===== config.mk =====
export PLATFORM = sky130hd
export DESIGN_NAME = held_buffer_ring_manager_core
export DESIGN_NICKNAME = d
export VERILOG_FILES = /design/src/hdl/hbrm_pkg.sv /design/src/hdl/hbrm_ctrl.sv /design/src/hdl/hbrm_dp.sv /design/src/hdl/held_buffer_ring_manager_core.sv
export SDC_FILE = /design/constraint.sdc
export NUM_CORES = 1
export LEC_CHECK = 0
export BUFFER_PORTS_ARGS = -buffer_cell sky130_fd_sc_hd__buf_2
export CORE_UTILIZATION = 40
export DETAILED_ROUTE_END_ITERATION = 10
export GPL_TIMING_DRIVEN = 1
export PLACE_DENSITY_LB_ADDON = 0.05
export SLEW_MARGIN = 5
export SYNTH_ARGS = -nofsm -noshare
export SYNTH_HDL_FRONTEND = slang
export SYNTH_SLANG_ARGS = --single-unit

===== constraint.sdc =====
create_clock -name aclk -period 3.7 [get_ports aclk]
set_clock_uncertainty 0.1 [all_clocks]
set_input_delay 0.74 -clock aclk [delete_from_list [all_inputs] [get_ports aclk]]
set_output_delay 0.74 -clock aclk [all_outputs]
set_load 0.05 [all_outputs]

===== src/hdl/hbrm_pkg.sv =====
// ----------------------------------------------------------------------------
// hbrm_pkg
// Shared constants, codes and controller/datapath interface types for the
// held buffer ring manager.
// ----------------------------------------------------------------------------
`default_nettype none

package hbrm_pkg;

    localparam int SLOTS     = 16;
    localparam int HOLD_BITS = 8;
    localparam int SLOT_W    = $clog2(SLOTS);
    localparam int POS_W     = SLOT_W + 1;
    localparam int CNT_W     = $clog2(SLOTS + 1);
    localparam int TOTAL_W   = 16;
    localparam int LEN_W     = 16;
    localparam int NEED_W    = 8;
    localparam int OP_W      = 3;
    localparam int CMP_W     = (POS_W > NEED_W) ? POS_W : NEED_W;

    localparam int S_TDATA_W = 32;
    localparam int M_FIELD_W = 1 + POS_W + 1 + SLOT_W + POS_W + TOTAL_W + POS_W;
    localparam int M_TDATA_W = ((M_FIELD_W + 7) / 8) * 8;

    localparam logic [HOLD_BITS-1:0] HOLD_MAX  = {HOLD_BITS{1'b1}};
    localparam logic [TOTAL_W-1:0]   TOTAL_MAX = {TOTAL_W{1'b1}};

    typedef enum logic [OP_W-1:0] {
        OP_PUSH    = 3'd0,
        OP_REQUEST = 3'd1,
        OP_AVAIL   = 3'd2,
        OP_NEXT    = 3'd3,
        OP_RELEASE = 3'd4,
        OP_CLEAR   = 3'd5,
        OP_LOOKUP  = 3'd6,
        OP_NOP     = 3'd7
    } opcode_t;

    typedef enum logic [1:0] {
        RSEL_REQ,
        RSEL_HANDLE,
        RSEL_NEXT,
        RSEL_OLDEST
    } ring_sel_t;

    typedef enum logic [1:0] {
        HOUT_HANDLE,
        HOUT_REQ,
        HOUT_NEXT
    } hout_sel_t;

    typedef struct packed {
        logic      load_in;
        ring_sel_t ring_sel;
        logic      push_commit;
        logic      hold_inc;
        logic      hold_dec;
        logic      hold_clr;
        logic      total_inc;
        logic      total_dec;
        logic      free_ring;
        logic      req_adv;
        logic      req_to_tail;
        logic      set_hout;
        hout_sel_t hout_sel;
        logic      set_houtv;
        logic      set_ok;
        logic      ok_avail;
        logic      set_sid;
        logic      out_load;
    } cmd_t;

    typedef struct packed {
        opcode_t op;
        logic    live;
        logic    push_ok;
        logic    req_ok;
        logic    nx_is_tail;
        logic    ring_empty;
        logic    reclaim_stop;
        logic    holds_zero;
    } status_t;

endpackage

`default_nettype wire


===== src/hdl/hbrm_ctrl.sv =====
// ----------------------------------------------------------------------------
// hbrm_ctrl
// Sequencer that steps each request through ring reads, hold updates, the
// reclaim walk and the clear walk, and owns the result handshake.
// ----------------------------------------------------------------------------
`default_nettype none

module hbrm_ctrl (
    input  wire logic             aclk,
    input  wire logic             aresetn,
    input  wire logic             s_tvalid,
    output logic                  s_tready,
    output logic                  m_tvalid,
    input  wire logic             m_tready,
    input  wire hbrm_pkg::status_t stat,
    output hbrm_pkg::cmd_t        cmd
);
    import hbrm_pkg::*;

    typedef enum logic [3:0] {
        S_IDLE,
        S_DISP,
        S_FETCH,
        S_HFETCH,
        S_APPLY,
        S_RC_SEL,
        S_CL_SEL,
        S_CL_FETCH,
        S_CL_APPLY,
        S_DONE
    } state_t;

    state_t    state_reg, state_next;
    ring_sel_t sel_reg, sel_next;
    logic      phase_reg, phase_next;
    logic      m_valid_reg, m_valid_next;

    always_comb begin
        cmd          = '0;
        cmd.ring_sel = sel_reg;
        state_next   = state_reg;
        sel_next     = sel_reg;
        phase_next   = phase_reg;

        unique case (state_reg)
            S_IDLE: begin
                if (s_tvalid) begin
                    cmd.load_in = 1'b1;
                    phase_next  = 1'b0;
                    state_next  = S_DISP;
                end
            end
            S_DISP: begin
                unique case (stat.op)
                    OP_PUSH: begin
                        cmd.push_commit = stat.push_ok;
                        state_next      = S_DONE;
                    end
                    OP_REQUEST: begin
                        if (stat.req_ok) begin
                            sel_next   = RSEL_REQ;
                            state_next = S_FETCH;
                        end else begin
                            state_next = S_DONE;
                        end
                    end
                    OP_AVAIL, OP_LOOKUP: begin
                        cmd.set_hout = 1'b1;
                        cmd.hout_sel = HOUT_HANDLE;
                        if (stat.live) begin
                            sel_next   = RSEL_HANDLE;
                            state_next = S_FETCH;
                        end else begin
                            state_next = S_DONE;
                        end
                    end
                    OP_NEXT: begin
                        cmd.set_hout = 1'b1;
                        cmd.hout_sel = HOUT_HANDLE;
                        if (stat.live) begin
                            cmd.set_houtv = 1'b1;
                            sel_next      = RSEL_HANDLE;
                            state_next    = S_FETCH;
                        end else begin
                            state_next = S_DONE;
                        end
                    end
                    OP_RELEASE: begin
                        if (stat.live) begin
                            sel_next   = RSEL_HANDLE;
                            state_next = S_FETCH;
                        end else begin
                            phase_next = 1'b1;
                            state_next = S_RC_SEL;
                        end
                    end
                    OP_CLEAR: begin
                        state_next = S_CL_SEL;
                    end
                    OP_NOP: begin
                        state_next = S_DONE;
                    end
                    default: begin
                        state_next = S_DONE;
                    end
                endcase
            end
            S_FETCH: begin
                state_next = S_HFETCH;
            end
            S_HFETCH: begin
                state_next = S_APPLY;
            end
            S_APPLY: begin
                unique case (stat.op)
                    OP_REQUEST: begin
                        cmd.hold_inc  = 1'b1;
                        cmd.total_inc = 1'b1;
                        cmd.set_hout  = 1'b1;
                        cmd.hout_sel  = HOUT_REQ;
                        cmd.set_houtv = 1'b1;
                        cmd.set_sid   = 1'b1;
                        cmd.set_ok    = 1'b1;
                        cmd.req_adv   = 1'b1;
                        state_next    = S_DONE;
                    end
                    OP_AVAIL: begin
                        cmd.set_houtv = 1'b1;
                        cmd.set_sid   = 1'b1;
                        cmd.ok_avail  = 1'b1;
                        state_next    = S_DONE;
                    end
                    OP_LOOKUP: begin
                        cmd.set_houtv = 1'b1;
                        cmd.set_sid   = 1'b1;
                        cmd.set_ok    = 1'b1;
                        state_next    = S_DONE;
                    end
                    OP_NEXT: begin
                        if (stat.nx_is_tail) begin
                            cmd.set_sid = 1'b1;
                            state_next  = S_DONE;
                        end else if (!phase_reg) begin
                            cmd.hold_dec = 1'b1;
                            sel_next     = RSEL_NEXT;
                            phase_next   = 1'b1;
                            state_next   = S_FETCH;
                        end else begin
                            cmd.hold_inc = 1'b1;
                            cmd.set_hout = 1'b1;
                            cmd.hout_sel = HOUT_NEXT;
                            cmd.set_sid  = 1'b1;
                            cmd.set_ok   = 1'b1;
                            state_next   = S_DONE;
                        end
                    end
                    OP_RELEASE: begin
                        if (!phase_reg) begin
                            cmd.hold_dec  = 1'b1;
                            cmd.total_dec = 1'b1;
                            cmd.set_sid   = 1'b1;
                            cmd.set_ok    = 1'b1;
                            phase_next    = 1'b1;
                            state_next    = S_RC_SEL;
                        end else if (stat.holds_zero) begin
                            cmd.free_ring = 1'b1;
                            state_next    = S_RC_SEL;
                        end else begin
                            state_next = S_DONE;
                        end
                    end
                    default: begin
                        state_next = S_DONE;
                    end
                endcase
            end
            S_RC_SEL: begin
                if (stat.reclaim_stop) begin
                    state_next = S_DONE;
                end else begin
                    sel_next   = RSEL_OLDEST;
                    state_next = S_FETCH;
                end
            end
            S_CL_SEL: begin
                if (stat.ring_empty) begin
                    cmd.req_to_tail = 1'b1;
                    cmd.set_ok      = 1'b1;
                    state_next      = S_DONE;
                end else begin
                    sel_next   = RSEL_OLDEST;
                    state_next = S_CL_FETCH;
                end
            end
            S_CL_FETCH: begin
                state_next = S_CL_APPLY;
            end
            S_CL_APPLY: begin
                cmd.hold_clr  = 1'b1;
                cmd.free_ring = 1'b1;
                state_next    = S_CL_SEL;
            end
            S_DONE: begin
                if (!m_valid_reg || m_tready) begin
                    cmd.out_load = 1'b1;
                    state_next   = S_IDLE;
                end
            end
            default: begin
                state_next = S_IDLE;
            end
        endcase
    end

    always_comb begin
        m_valid_next = m_valid_reg;
        if (m_valid_reg && m_tready) begin
            m_valid_next = 1'b0;
        end
        if (cmd.out_load) begin
            m_valid_next = 1'b1;
        end
    end

    always_ff @(posedge aclk) begin
        if (!aresetn) begin
            state_reg   <= S_IDLE;
            sel_reg     <= RSEL_REQ;
            phase_reg   <= 1'b0;
            m_valid_reg <= 1'b0;
        end else begin
            state_reg   <= state_next;
            sel_reg     <= sel_next;
            phase_reg   <= phase_next;
            m_valid_reg <= m_valid_next;
        end
    end

    assign s_tready = (state_reg == S_IDLE);
    assign m_tvalid = m_valid_reg;

endmodule

`default_nettype wire


===== src/hdl/hbrm_dp.sv =====
// ----------------------------------------------------------------------------
// hbrm_dp
// Ring positions, free stack, order ring, per-slot hold counts, counters and
// the request and result registers of the held buffer ring manager.
// ----------------------------------------------------------------------------
`default_nettype none

module hbrm_dp (
    input  wire logic                              aclk,
    input  wire logic                              aresetn,
    input  wire hbrm_pkg::cmd_t                    cmd,
    output hbrm_pkg::status_t                      stat,
    input  wire logic [hbrm_pkg::S_TDATA_W-1:0]    s_tdata,
    input  wire logic [hbrm_pkg::OP_W-1:0]         s_tuser,
    output logic      [hbrm_pkg::M_TDATA_W-1:0]    m_tdata,
    input  wire logic                              cfg_valid,
    output logic                                   cfg_ready,
    input  wire logic [hbrm_pkg::LEN_W-1:0]        cfg_data
);
    import hbrm_pkg::*;

    logic [LEN_W-1:0]     item_len_reg;

    opcode_t              op_reg;
    logic [POS_W-1:0]     h_reg;
    logic                 hv_reg;
    logic [NEED_W-1:0]    need_reg;
    logic [LEN_W-1:0]     blen_reg;

    logic [POS_W-1:0]     oldest_reg, req_reg, tail_reg;
    logic [CNT_W-1:0]     fc_reg;
    logic [TOTAL_W-1:0]   total_reg;
    logic [POS_W-1:0]     peak_reg;

    logic [SLOT_W-1:0]    order_ring_reg [SLOTS];
    logic [SLOT_W-1:0]    free_stack_reg [SLOTS];
    logic [HOLD_BITS-1:0] holds_reg      [SLOTS];
    logic [SLOT_W-1:0]    ring_rd_reg;
    logic [SLOT_W-1:0]    fs_rd_reg;
    logic [HOLD_BITS-1:0] holds_rd_reg;

    logic                 res_ok_reg;
    logic [POS_W-1:0]     res_hout_reg;
    logic                 res_houtv_reg;
    logic [SLOT_W-1:0]    res_sid_reg;

    logic [M_TDATA_W-1:0] m_data_reg;

    logic [POS_W-1:0]     nx;
    logic [POS_W-1:0]     tail_inc;
    logic [POS_W-1:0]     occ;
    logic [POS_W-1:0]     occ_after_push;
    logic [POS_W-1:0]     h_off;
    logic [POS_W-1:0]     req_ahead;
    logic [POS_W-1:0]     h_ahead;
    logic [NEED_W-1:0]    need_eff;
    logic                 avail_ok;
    logic [POS_W-1:0]     ring_addr;
    logic [CNT_W-1:0]     fc_dec;
    logic                 fs_room;

    assign cfg_ready = 1'b1;

    assign nx             = h_reg + POS_W'(1);
    assign tail_inc       = tail_reg + POS_W'(1);
    assign occ            = tail_reg - oldest_reg;
    assign occ_after_push = tail_inc - oldest_reg;
    assign h_off          = h_reg - oldest_reg;
    assign req_ahead      = tail_reg - req_reg;
    assign h_ahead        = tail_reg - h_reg;
    assign need_eff       = (need_reg == '0) ? NEED_W'(1) : need_reg;
    assign avail_ok       = CMP_W'(h_ahead) >= CMP_W'(need_eff);
    assign fc_dec         = fc_reg - CNT_W'(1);
    assign fs_room        = fc_reg < CNT_W'(SLOTS);

    always_comb begin
        unique case (cmd.ring_sel)
            RSEL_REQ:    ring_addr = req_reg;
            RSEL_HANDLE: ring_addr = h_reg;
            RSEL_NEXT:   ring_addr = nx;
            RSEL_OLDEST: ring_addr = oldest_reg;
            default:     ring_addr = req_reg;
        endcase
    end

    always_comb begin
        stat.op           = op_reg;
        stat.live         = hv_reg && (h_off < occ);
        stat.push_ok      = (blen_reg == item_len_reg) && (fc_reg != '0);
        stat.req_ok       = (req_reg != tail_reg) && (CMP_W'(req_ahead) >= CMP_W'(need_eff));
        stat.nx_is_tail   = (nx == tail_reg);
        stat.ring_empty   = (oldest_reg == tail_reg);
        stat.reclaim_stop = (oldest_reg == tail_reg) || (oldest_reg == req_reg);
        stat.holds_zero   = (holds_rd_reg == '0);
    end

    always_ff @(posedge aclk) begin
        if (!aresetn) begin
            item_len_reg <= LEN_W'(1024);
        end else if (cfg_valid) begin
            item_len_reg <= cfg_data;
        end
    end

    always_ff @(posedge aclk) begin
        if (cmd.load_in) begin
            op_reg   <= opcode_t'(s_tuser);
            h_reg    <= s_tdata[POS_W-1:0];
            hv_reg   <= s_tdata[POS_W];
            need_reg <= s_tdata[POS_W+1 +: NEED_W];
            blen_reg <= s_tdata[POS_W+1+NEED_W +: LEN_W];
        end
    end

    always_ff @(posedge aclk) begin
        if (cmd.push_commit) begin
            order_ring_reg[tail_reg[SLOT_W-1:0]] <= fs_rd_reg;
        end
        ring_rd_reg  <= order_ring_reg[ring_addr[SLOT_W-1:0]];
        fs_rd_reg    <= free_stack_reg[fc_dec[SLOT_W-1:0]];
        holds_rd_reg <= holds_reg[ring_rd_reg];
    end

    always_ff @(posedge aclk) begin
        if (!aresetn) begin
            for (int i = 0; i < SLOTS; i++) begin
                free_stack_reg[i] <= SLOT_W'(i);
            end
        end else if (cmd.free_ring && fs_room) begin
            free_stack_reg[fc_reg[SLOT_W-1:0]] <= ring_rd_reg;
        end
    end

    always_ff @(posedge aclk) begin
        if (!aresetn) begin
            for (int i = 0; i < SLOTS; i++) begin
                holds_reg[i] <= '0;
            end
        end else if (cmd.push_commit) begin
            holds_reg[fs_rd_reg] <= '0;
        end else if (cmd.hold_clr) begin
            holds_reg[ring_rd_reg] <= '0;
        end else if (cmd.hold_inc) begin
            if (holds_rd_reg != HOLD_MAX) begin
                holds_reg[ring_rd_reg] <= holds_rd_reg + HOLD_BITS'(1);
            end
        end else if (cmd.hold_dec) begin
            if (holds_rd_reg != '0) begin
                holds_reg[ring_rd_reg] <= holds_rd_reg - HOLD_BITS'(1);
            end
        end
    end

    always_ff @(posedge aclk) begin
        if (!aresetn) begin
            oldest_reg <= '0;
            req_reg    <= '0;
            tail_reg   <= '0;
            fc_reg     <= CNT_W'(SLOTS);
            total_reg  <= '0;
            peak_reg   <= '0;
        end else begin
            if (cmd.push_commit) begin
                tail_reg <= tail_inc;
                fc_reg   <= fc_dec;
                if (occ_after_push > peak_reg) begin
                    peak_reg <= occ_after_push;
                end
            end
            if (cmd.free_ring) begin
                oldest_reg <= oldest_reg + POS_W'(1);
                if (fs_room) begin
                    fc_reg <= fc_reg + CNT_W'(1);
                end
            end
            if (cmd.req_adv) begin
                req_reg <= req_reg + POS_W'(1);
            end else if (cmd.req_to_tail) begin
                req_reg <= tail_reg;
            end
            if (cmd.total_inc && total_reg != TOTAL_MAX) begin
                total_reg <= total_reg + TOTAL_W'(1);
            end else if (cmd.total_dec && total_reg != '0) begin
                total_reg <= total_reg - TOTAL_W'(1);
            end
        end
    end

    always_ff @(posedge aclk) begin
        if (cmd.load_in) begin
            res_ok_reg    <= 1'b0;
            res_hout_reg  <= '0;
            res_houtv_reg <= 1'b0;
            res_sid_reg   <= '0;
        end else begin
            if (cmd.push_commit) begin
                res_ok_reg  <= 1'b1;
                res_sid_reg <= fs_rd_reg;
            end
            if (cmd.set_ok) begin
                res_ok_reg <= 1'b1;
            end else if (cmd.ok_avail) begin
                res_ok_reg <= avail_ok;
            end
            if (cmd.set_houtv) begin
                res_houtv_reg <= 1'b1;
            end
            if (cmd.set_sid) begin
                res_sid_reg <= ring_rd_reg;
            end
            if (cmd.set_hout) begin
                unique case (cmd.hout_sel)
                    HOUT_HANDLE: res_hout_reg <= h_reg;
                    HOUT_REQ:    res_hout_reg <= req_reg;
                    HOUT_NEXT:   res_hout_reg <= nx;
                    default:     res_hout_reg <= h_reg;
                endcase
            end
        end
    end

    always_ff @(posedge aclk) begin
        if (cmd.out_load) begin
            m_data_reg <= M_TDATA_W'({peak_reg, total_reg, occ, res_sid_reg,
                                      res_houtv_reg, res_hout_reg, res_ok_reg});
        end
    end

    assign m_tdata = m_data_reg;

endmodule

`default_nettype wire


===== src/hdl/held_buffer_ring_manager_core.sv =====
// A release may walk the ring from its oldest entry, reclaiming entries that are no
// longer held, and a clear walks and frees every ring entry.
// Throughput: one request at a time, the next taken in the cycle after the result loads,
// which waits only while an older result is unaccepted. Reset: synchronous aresetn.
// ----------------------------------------------------------------------------
// held_buffer_ring_manager_core
// Reference-counted buffer pool with a free stack, an ordered ring of filled
// slots and per-slot hold counts, split into a sequencer and a datapath.
// ----------------------------------------------------------------------------
`default_nettype none

module held_buffer_ring_manager_core (
    input  wire logic                           aclk,
    input  wire logic                           aresetn,
    input  wire logic                           s_tvalid,
    output logic                                s_tready,
    // handle[4:0], handle_valid[5], need_count[13:6], byte_length[29:14]
    input  wire logic [hbrm_pkg::S_TDATA_W-1:0] s_tdata,
    // opcode[2:0]
    input  wire logic [hbrm_pkg::OP_W-1:0]      s_tuser,
    output logic                                m_tvalid,
    input  wire logic                           m_tready,
    // ok[0], handle_out[5:1], handle_out_valid[6], slot_id[10:7],
    // occupied[15:11], total_holds[31:16], high_water[36:32]
    output logic      [hbrm_pkg::M_TDATA_W-1:0] m_tdata,
    input  wire logic                           cfg_valid,
    output logic                                cfg_ready,
    input  wire logic [hbrm_pkg::LEN_W-1:0]     cfg_data
);
    import hbrm_pkg::*;

    cmd_t    cmd;
    status_t stat;

    hbrm_ctrl u_ctrl (
        .aclk     (aclk),
        .aresetn  (aresetn),
        .s_tvalid (s_tvalid),
        .s_tready (s_tready),
        .m_tvalid (m_tvalid),
        .m_tready (m_tready),
        .stat     (stat),
        .cmd      (cmd)
    );

    hbrm_dp u_dp (
        .aclk      (aclk),
        .aresetn   (aresetn),
        .cmd       (cmd),
        .stat      (stat),
        .s_tdata   (s_tdata),
        .s_tuser   (s_tuser),
        .m_tdata   (m_tdata),
        .cfg_valid (cfg_valid),
        .cfg_ready (cfg_ready),
        .cfg_data  (cfg_data)
    );

endmodule

`default_nettype wire


# [Word level (Yosys, flattened, before mapping)]
# Memories as Yosys holds them, arrays and structs flattened. A register that Yosys moved wholly into a read port is not among the register bits.
# Index checks and enable logic that the tools add are counted.
[word_totals] reg_bits=146 ram_bits=256 input_bits=56 output_inout_bits=43 wordCells=244 n_memories=3
[mem_list] memory="u_dp.holds_reg" words=16 word_bits=8 rd=1 rd_ports_with_merged_regs=1 write_ports=16 line_no="hbrm_dp.sv:37" text="logic [HOLD_BITS-1:0] holds_reg [SLOTS];"
[mem_list] memory="u_dp.free_stack_reg" words=16 word_bits=4 rd=1 rd_ports_with_merged_regs=1 write_ports=16 line_no="hbrm_dp.sv:36" text="logic [SLOT_W-1:0] free_stack_reg [SLOTS];"
[mem_list] memory="u_dp.order_ring_reg" words=16 word_bits=4 rd=1 rd_ports_with_merged_regs=1 write_ports=1 line_no="hbrm_dp.sv:35" text="logic [SLOT_W-1:0] order_ring_reg [SLOTS];"
[classes] addsub=15 magnitude_cmp=5 n_eq_ne=42 muxes=119 bitwise=2 n_reduce_logical=37
[ops] op="4-bit two-way mux" count=16
[ops] op="1-bit two-way mux" count=58
[ops] op="8-bit two-way mux" count=5
[ops] op="4-bit case mux with 10 select lines" count=1
[ops] op="16-bit two-way mux" count=2
[ops] op="5-bit by 1-bit adder with 5-bit output, second input constant" count=5
[ops] op="5-bit two-way mux" count=5
[ops] op="5-bit subtractor" count=5
[ops] op="2-bit two-way mux" count=12
[ops] op="4-bit case mux with 5 select lines" count=1
[ops] op="16-bit by 1-bit adder with 16-bit output, second input constant" count=1
[ops] op="16-bit == test" count=1
[ops] op="4-bit by 3-bit == test with 1-bit output, second input constant" count=4
[ops] op="5-bit by 8-bit >= comparator with 1-bit output" count=2
[ops] op="8-bit logical NOT" count=2
[ops] op="16-bit != test, second input constant" count=1
[ops] op="4-bit case mux with 2 select lines" count=2
[ops] op="4-bit case mux with 4 select lines" count=1
[ops] op="16-bit nonzero test" count=1
[ops] op="8-bit OR reduction" count=2
[ops] op="16-bit by 1-bit subtractor with 16-bit output, second input constant" count=1
[ops] op="5-bit == test" count=3
[ops] op="2-bit != test, second input constant" count=7
[ops] op="3-bit == test, second input constant" count=4
[ops] op="other kinds (43)" count=78

# [Longest topological paths before layout]
# Gate-level depths: netlist of run 1.
[depth] depth_word=14 depth_mapped=16 ltp_nobuf=15

# [Hierarchy]
# From an unflattened synthesis of run 1, not the netlist that was laid out.
[hier_totals] hier_cells=1706 hier_area_um2=21060.2
[modules_own_cells] mod="hbrm_dp" instances=1 cells_per_inst=1565 area_each_um2=20069.2 seq_area_each_um2=11471.0
[modules_own_cells] mod="hbrm_ctrl" instances=1 cells_per_inst=141 area_each_um2=991.0 seq_area_each_um2=160.2

# [Worst setup path before layout of run 1]
# OpenSTA, ideal clock, no wires.
[synth_path] path_type="reg-to-reg" start="register u_ctrl.state_reg[3]" end="register u_dp.blen_reg[0], enable pin" setup_time_ps=410 arrival_time_ps=3624 t_required_ps=3190 slack_ps=-435 path_stages_with_launch=5 n_path_buf=2 period_less_slack_ps=4135 cell_sequence="dfxtp_1 clkbuf_1 nor4_1 and2_0 clkbuf_1"
[synth_rtl] element="from (decl)" line_no="hbrm_ctrl.sv:33" text="state_t state_reg, state_next;"
[synth_rtl] element="from (signal assigned)" line_no="hbrm_ctrl.sv:232" text="state_reg <= state_next;"
[synth_rtl] element="to (signal assigned)" line_no="hbrm_dp.sv:111" text="blen_reg <= s_tdata[POS_W+1+NEED_W +: LEN_W];"
[synth_rtl] element="to (decl)" line_no="hbrm_dp.sv:28" text="logic [LEN_W-1:0] blen_reg;"

==> metrics list, run 1 <==
* H-tree level count: 2
- Top Ports: 99
- Entering global routing, the biggest net connects 58 pins.
* Post-synthesis cell type count: 85
* Share of Yosys cell area claimed by the top area cell type: 0.483
- Vertical die dimension: 227 um
- Compared with the post-synthesis result, the final layout area differs by 19.4%.
- The share of the Yosys chip area taken by registers is 0.574.
- Counting the fill cells in the layout gives approximately 4600.
- Routed via count: between 10000 and 15000
- Total of warnings raised by yosys: 0
- The worst setup path is captured at a register.
- At the end of routability-driven placement, the weighted congestion stood at about 0.86.
- Across the VDD grid, the largest voltage drop is 0.000401 V.
- In the synthesized netlist, the number of instances is 1593.
* Worst slew margin: 0.316
- The first detailed-routing pass took 5 iterations.
- Dividing the final minimum period by the clock period gives 0.959.
- DRC viols: 0
- In this run, synthesis produced a sequential element count of between 400 and 500.
- Outcome: completed
- Die footprint: around 52000 um^2
- Overflow left after global routing: 0
- Area taken by flip-flops and latches: 11600 um^2
- After detailed routing, the total wire length is 51400 um.
- Routed Antenna Nets: 0
* Hold WS: around 220 ps
- Startpoint of the tightest hold check path: s_tdata[5]
- For the worst setup path, the data arrival time is 3780 ps.
* Fraction of synthesis flops using an asynchronous set or reset pin: 0
- After clock tree synthesis, the clock-pin slew on the worst setup and hold paths is roughly 70 ps.
- Cell type contributing the most total cell area after synthesis: edfxtp_1
- Required time of the worst setup path: 3930 ps
- For this design the ratio of total power to cell area is 582 nW/um^2.
* Startpoint-to-endpoint class of the critical path: register to register
* RSZ-0062 raised after global routing: yes
- Post-synthesis instance area: 20300 um^2
* Antenna diode instance count: 0
* Routed wirelength normalized by instance count: slightly above 20 um
- The register with the most flip-flops in the layout has 128 of them.
* Starting Density: 0.405
* Latest clock arrival within the worst-skew pair: 590 ps
- The max-slew violation count is 0.
- Overall global routing resource usage: 0.204
- Summing all multi-input logic gate instances after layout gives roughly 8000 um^2.
- Launch point of the worst path: u_ctrl.state_reg[3]
- In this run the critical register-to-register path is launched from u_ctrl.state_reg[3].
- Detailed placement finished with a half-perimeter wire length of 35800 um.
- The worst setup path is launched from a register.
- Mapped Avg Cell Area: 12.7 um^2
* Most numerous cell types in the synthesized netlist: edfxtp_1 (326), nor2_1 (253), nand2_1 (94)
- In this run, CTS created clock tree buffers numbering 47.
- In the synthesized netlist the dominant register cell turns out to be edfxtp_1.
* Transition at the pin with the smallest max-transition slack: 1030 ps
- After the first detailed-routing iteration, the DRC count stood at 821.
- Cell Rows: 82
- The first global-routing pass estimated around 80000 um of wire.
- Clock tree buffer depth: 3
- Total power after layout: 14.1 mW
- Clk sink count: 418
- Vias in the first global route: ~13000
- Max-capacitance violation count: 0
* Share of the core filled with cells in the final layout: 0.483
- Layout Cell Area excl Fill: 24200 um^2
* Dpl cell area: 22600 um^2
- TritonCTS clock tree: done
- CTS placed an instance of clkbuf_16 at the clock tree root.
- Final hold vios: 0
* Layout Nets: 1940
* Dominant cell by count in the synthesized netlist: edfxtp_1
* Top cells by area, synth: edfxtp_1 (48%), dfxtp_1 (9.1%), mux4_2 (8.8%)
* Total of buffers placed on input and output ports: 92
- In the final layout, the share of cells above drive strength 1 is 0.251.
* Number of flops mapped to enable cells by yosys: 326
- Final critical-path required period: 3550 ps
* Number of setup violations in the final report: 0
* Standard cell core area: roughly 50000 um^2
- Horizontal die dimension: approximately 230 um
* Detailed-route vias per instance: about 5.3
- Static leakage power: approximately 9 nW
- The initial antenna violation count is 0.
- Max FO, Critical Path: 14
- Fmax: 0.282 GHz
- HP Class: input port to register
-- stage by stage --
step | setup slack [ps] | setup TNS, ps | instances
after CTS | 67.5 | 0 | 2517
after global routing | -66.6 | -620 | 2520
after global placement | -43.4 | -49.5 | 2429
final | 151 | 0 | 2520
after detailed placement | -69.8 | -133 | 2429
after floorplan | 51.4 | 0 | 1595
-- final timing paths --
path / depth (start not counted) / endpoint / slack [ps]
worst max-delay path: 8 / u_dp.free_stack_reg[1][0] / 150
worst min-delay path: 1 / u_dp.hv_reg / 220
worst max register to register: 8 / u_dp.free_stack_reg[1][0] / 150
worst min register to register: 0 / u_dp.m_tdata[1] / 330
-- timing repair --
| item | 4_1_cts | 5_1_grt |
|---|---|---|
| hold buffers | 0 | 0 |
| buffers inserted | 0 | 3 |
| pin swaps | 0 | 4 |
| endpoints found under the setup margin | 5 | 84 |
| resized for setup | 5 | 23 |
-- per-layer routing --
layer | up-vias | track usage | share of wire
met5 | - | 0 | 0
met4 | 0 | 0.0662 | 0.023
met3 | 72 | 0.0303 | 0.048
met2 | 308 | 0.327 | 0.47
met1 | 6668 | 0.284 | 0.46
li1 | 6389 | - | -
-- cell usage in the layout (no fill, tap or decap), types with 9 or more instances in the layout --
cell type	count
dfxtp_1	91
buf_12	13
a211oi_2	9
a211oi_1	14
o21ai_0	32
a21oi_1	48
buf_2	92
nand4_1	11
nand2b_1	16
a21o_1	24
nor2b_1	14
mux4_2	79
ha_1	69
nand3_1	25
nor2_1	251
buf_4	145
xnor2_1	37
nor4_1	12
inv_1	48
nor3_1	55
o22ai_2	16
mux2i_1	42
edfxtp_1	326
or3_1	11
xor2_1	37
nand2_1	94
clkbuf_16	50
clkinv_1	18
-- area by class of cell --
| type | count | share of cell area |
|---|---|---|
| Inverter | 56 | 0.00869 |
| Multi-Input combinational cell | 1036 | 0.339 |
| Tap cell | 672 | 0.0347 |
| Clock buffer | 59 | 0.0535 |
| Sequential cell | 418 | 0.481 |
| Timing Repair Buffer | 250 | 0.0748 |
| Clock inverter | 29 | 0.00853 |
-- worst max-delay path: stages, from the launching register on --
cell and delay [ps]:
dfxtp_1 310, buf_4 180, nor4b_2 510, nand2_1 200
o31ai_2 480, nor2b_1 470, nand3_1 440, buf_4 310
or3_1 300
-- kinds of logic (layout without fill, tap and decap cells) --
| logic type | count (synthesis) | in the layout | synth area share |
|---|---|---|---|
| mux | 124 | 124 | 0.111 |
| compound gates | 227 | 227 | 0.0837 |
| simple gates | 531 | 531 | 0.121 |
| flops | 418 | 418 | 0.574 |
| xor+xnor | 75 | 75 | 0.0332 |
| other cells | 2 | 4 | 0.000371 |
| buf+inv | 141 | 394 | 0.0281 |
| fa+ha+maj | 75 | 75 | 0.0485 |
-- report_power, final --
group / switching [mW] / internal (mW) / total (mW)
clock: 1.91 / 2.62 / 4.54
combinational: 2.21 / 1.56 / 3.77
sequential: 0.298 / 5.48 / 5.77
(Power assumes the default switching activity.)
==> run 2: changes to the inputs <==
--- a/config.mk
+++ b/config.mk
@@ -5,9 +5,10 @@
 export SDC_FILE = /design/constraint.sdc
 export NUM_CORES = 1
 export LEC_CHECK = 0
-export BUFFER_PORTS_ARGS = -buffer_cell sky130_fd_sc_hd__buf_2
+export CORE_MARGIN = 2
 export CORE_UTILIZATION = 40
 export DETAILED_ROUTE_END_ITERATION = 10
+export DONT_BUFFER_PORTS = 1
 export GPL_TIMING_DRIVEN = 1
 export PLACE_DENSITY_LB_ADDON = 0.05
 export SLEW_MARGIN = 5
==> constraint.sdc (replaced) <==
create_clock -name aclk -period 4.3 [get_ports aclk]
set_clock_uncertainty 0.1 [all_clocks]
set_input_delay 0.86 -clock aclk [delete_from_list [all_inputs] [get_ports aclk]]
set_output_delay 0.86 -clock aclk [all_outputs]
set_load 0.05 [all_outputs]
==> metrics list, run 2 (synthesized netlist as in run 1, its figures left out) <==
- Outcome: completed (unchanged)
- The final hold slack was 227 ps (was 220 ps).
* Latest clock arrival within the worst-skew pair: 610 ps (was 590 ps)
- The flip-flop count of the largest register after layout was 128 (unchanged).
- The final count of negative-setup-slack endpoints came to 0 (unchanged).
- Uppermost layer routed: met5 (was met4)
- The number of buffers inserted by port buffering came to 0 (was 92).
* DRC viols: 0 (unchanged)
- Starting DRT DRC Count: 1037 (was 821)
- The number of iterations in the first detailed-routing pass was 7 (was 5).
* Setup repair bufs after CTS: 0 (unchanged)
- Worst stage delay on the critical path: 480 ps (was 510 ps)
- Dpl cell area: 21300 um^2 (was 22600 um^2)
- The number of buffers inserted during clock tree synthesis was 49 (was 47).
* Final critical-path required period: 3850 ps (was 3550 ps)
- The TritonCTS clock tree was done (unchanged).
- RSZ-0062 raised after global routing: no (was yes).
* Layout cell share with drive strength beyond 1: 0.162 (was 0.251)
* Max FO, Critical Path: 8 (was 14)
- The maximum frequency from static timing analysis came to 0.260 GHz (was 0.282 GHz).
- Number of filler instances in the final layout: 4634 (was 4592)
- The placer's final routability congestion estimate came to 0.838 (was 0.862).
- The post-CTS clock slew at the launch and capture registers of the worst setup and hold paths was 60 ps (was 70 ps).
* Routed wirelength normalized by instance count: 22.0 um (was 20.4 um)
* Commonest cells after routing, fill and taps aside: edfxtp_1 (326), nor2_1 (252), nand2_1 (94) (was edfxtp_1 (326), nor2_1 (251), buf_4 (145))
* Cell Rows: 82 (unchanged)
- The number of diodes came to 0 (unchanged).
- Detailed-routed wire length on met3: 2930 um (was 2460 um)
* Area added between synthesis and finish: 12.4% (was 19.4%)
- The max-slew violation count was 0 (unchanged).
- Power density relative to cell area: 524 nW/um^2 (was 582 nW/um^2)
- The data arrival time of the critical path came to 4220 ps (was 3780 ps).
* Overflow left after global routing: 0 (unchanged)
* # placed instances: 2246 (was 2429)
- Required time of the worst setup path: 4670 ps (was 3930 ps)
- The cell at the slowest stage of the critical path is fa_1 (was nor4b_2).
* Layout Cell Area excl Fill: 22800 um^2 (was 24200 um^2)
- The initial antenna violation count was 3 (was 0).
- Overall global routing resource usage: 0.196 (was 0.204)
- HP Class: input port to register (unchanged)
- Clk sink count: 418 (unchanged)
* Final hold vios: 0 (unchanged)
- Clock tree buffer depth: 3 (unchanged)
- Vias in the first global route: 12800 (was 13500)
* Worst slew margin: 0.171 (was 0.316)
- Cells along the critical path: nor2b_1 > nand2_1 > nor3_2 > inv_2 > nor2_1 > inv_1 > fa_1 > a21o_1 > a21o_1 > a2111oi_2 > o31ai_1 > a21oi_1 > o21ai_0 > nand4b_1 > o211ai_1 (was buf_4 > nor4b_2 > nand2_1 > o31ai_2 > nor2b_1 > nand3_1 > buf_4 > or3_1).
* Standard cell core area: 50100 um^2 (unchanged)
* Transition at the pin with the smallest max-transition slack: 1230 ps (was 1030 ps)
- The area of the die came to 52500 um^2 (was 51600 um^2).
* CTS hold repair buffers: 0 (unchanged)
* Most common cell after layout, fill and taps aside: edfxtp_1 (unchanged)
- Startpoint-to-endpoint class of the critical path: register to register (unchanged)
- The cell occurring most often along the worst timing path is a21o_1 (was buf_4).
- The final cycle utilization of the critical path was 0.895 (was 0.959).
- The die width was 229 um (was 227 um).
* H-tree level count: 2 (unchanged)
* Total length of routed met2 wires: 23800 um (was 23900 um)
* Max rail drop VDD: 0.000359 V (was 0.000401 V)
- The setup TNS after final layout was 0 ps (unchanged).
* Routed met1 length: 23500 um (was 23800 um)
- Post-detail-place hpwl: 34900 um (was 35800 um)
- The height of the chip came to 229 um (was 227 um).
* Clock root cell: clkbuf_16 (unchanged)
* Layout Nets: 1756 (was 1940)
- The number of routed nets with antenna violations is 0 (unchanged).
- The total I/O pin count was 99 (unchanged).
* CP Capture Type: register (unchanged)
- Max-capacitance violation count: 0 (unchanged)
- The element type at the critical path start is a register (unchanged).
- Maximum number of pins on one net before global-route repair: 58 (unchanged)
- Wire length of the first global-routing pass: 78800 um (was 79200 um)
* Detailed-route vias per instance: 5.48 (was 5.33)
- The wire length after detailed routing was 51300 um (was 51400 um).
- Static leakage power: 8.03 nW (was 8.94 nW)
- Count of non-filler cells in the finished layout: 2335 (was 2520)
- The initial core utilization came to 0.405 (unchanged).
- Routed via count: 12800 (was 13400)
## run 2: power breakdown
part           internal, mW  total [mW]  switching [mW]
registers              4.72        5.05           0.333
logic                  1.16        2.91            1.76
clock network          2.25        3.96            1.71
total                  8.13        11.9            3.80
## run 2: cell type report
cell class / instances / area, um^2 / area share
multi-input cells: 1036 / 8110 / 0.356
well taps: 672 / 841 / 0.0369
clock buffers: 62 / 1290 / 0.0569
repair buffers: 64 / 480 / 0.0211
flip-flops and latches: 418 / 11600 / 0.511
clock inverters: 27 / 206 / 0.00906
inverters: 56 / 210 / 0.00923
## run 2: critical path: cells and delay by family, from the launching register on
kind                       cells  cell delay, ps
adders and majority gates      1             480
and+or+nand+nor                5             920
AOI/OAI and AO/OA              7            1530
buffers and inverters          2             320
DFF                            1             320
## run 2: path summary, 6_finish.rpt
check,from,to,slack [ps],depth (start not counted)
min reg2reg,u_dp.res_hout_reg[2],u_dp.m_tdata[3],330,0
max reg2reg,u_ctrl.state_reg[2],u_dp.total_reg[14],450,15
max,u_ctrl.state_reg[2],u_dp.total_reg[14],450,15
min,aresetn,u_dp.item_len_reg[10],230,1
## run 2: metrics by stage
step           total power [mW]   util  worst slack (ps)
2_1_floorplan              7.13      -               165
3_3_place_gp               8.06  0.425               182
3_5_place_dp               8.08  0.425               112
4_1_cts                    12.1  0.455              60.3
5_1_grt                    12.5  0.455              91.9
6_report                   11.9  0.455               452
## run 2: timing repair
action                                  4_1_cts  5_1_grt
gates resized for setup                       0        6
endpoints found under the setup margin        0        7
endpoints found under the hold margin         0        0
## run 2: metal layers
metal,vias to the layer above,global-route usage
met5,-,0
met4,2,0.0467
met3,79,0.0403
met2,303,0.313
met1,6388,0.276
li1,6032,-
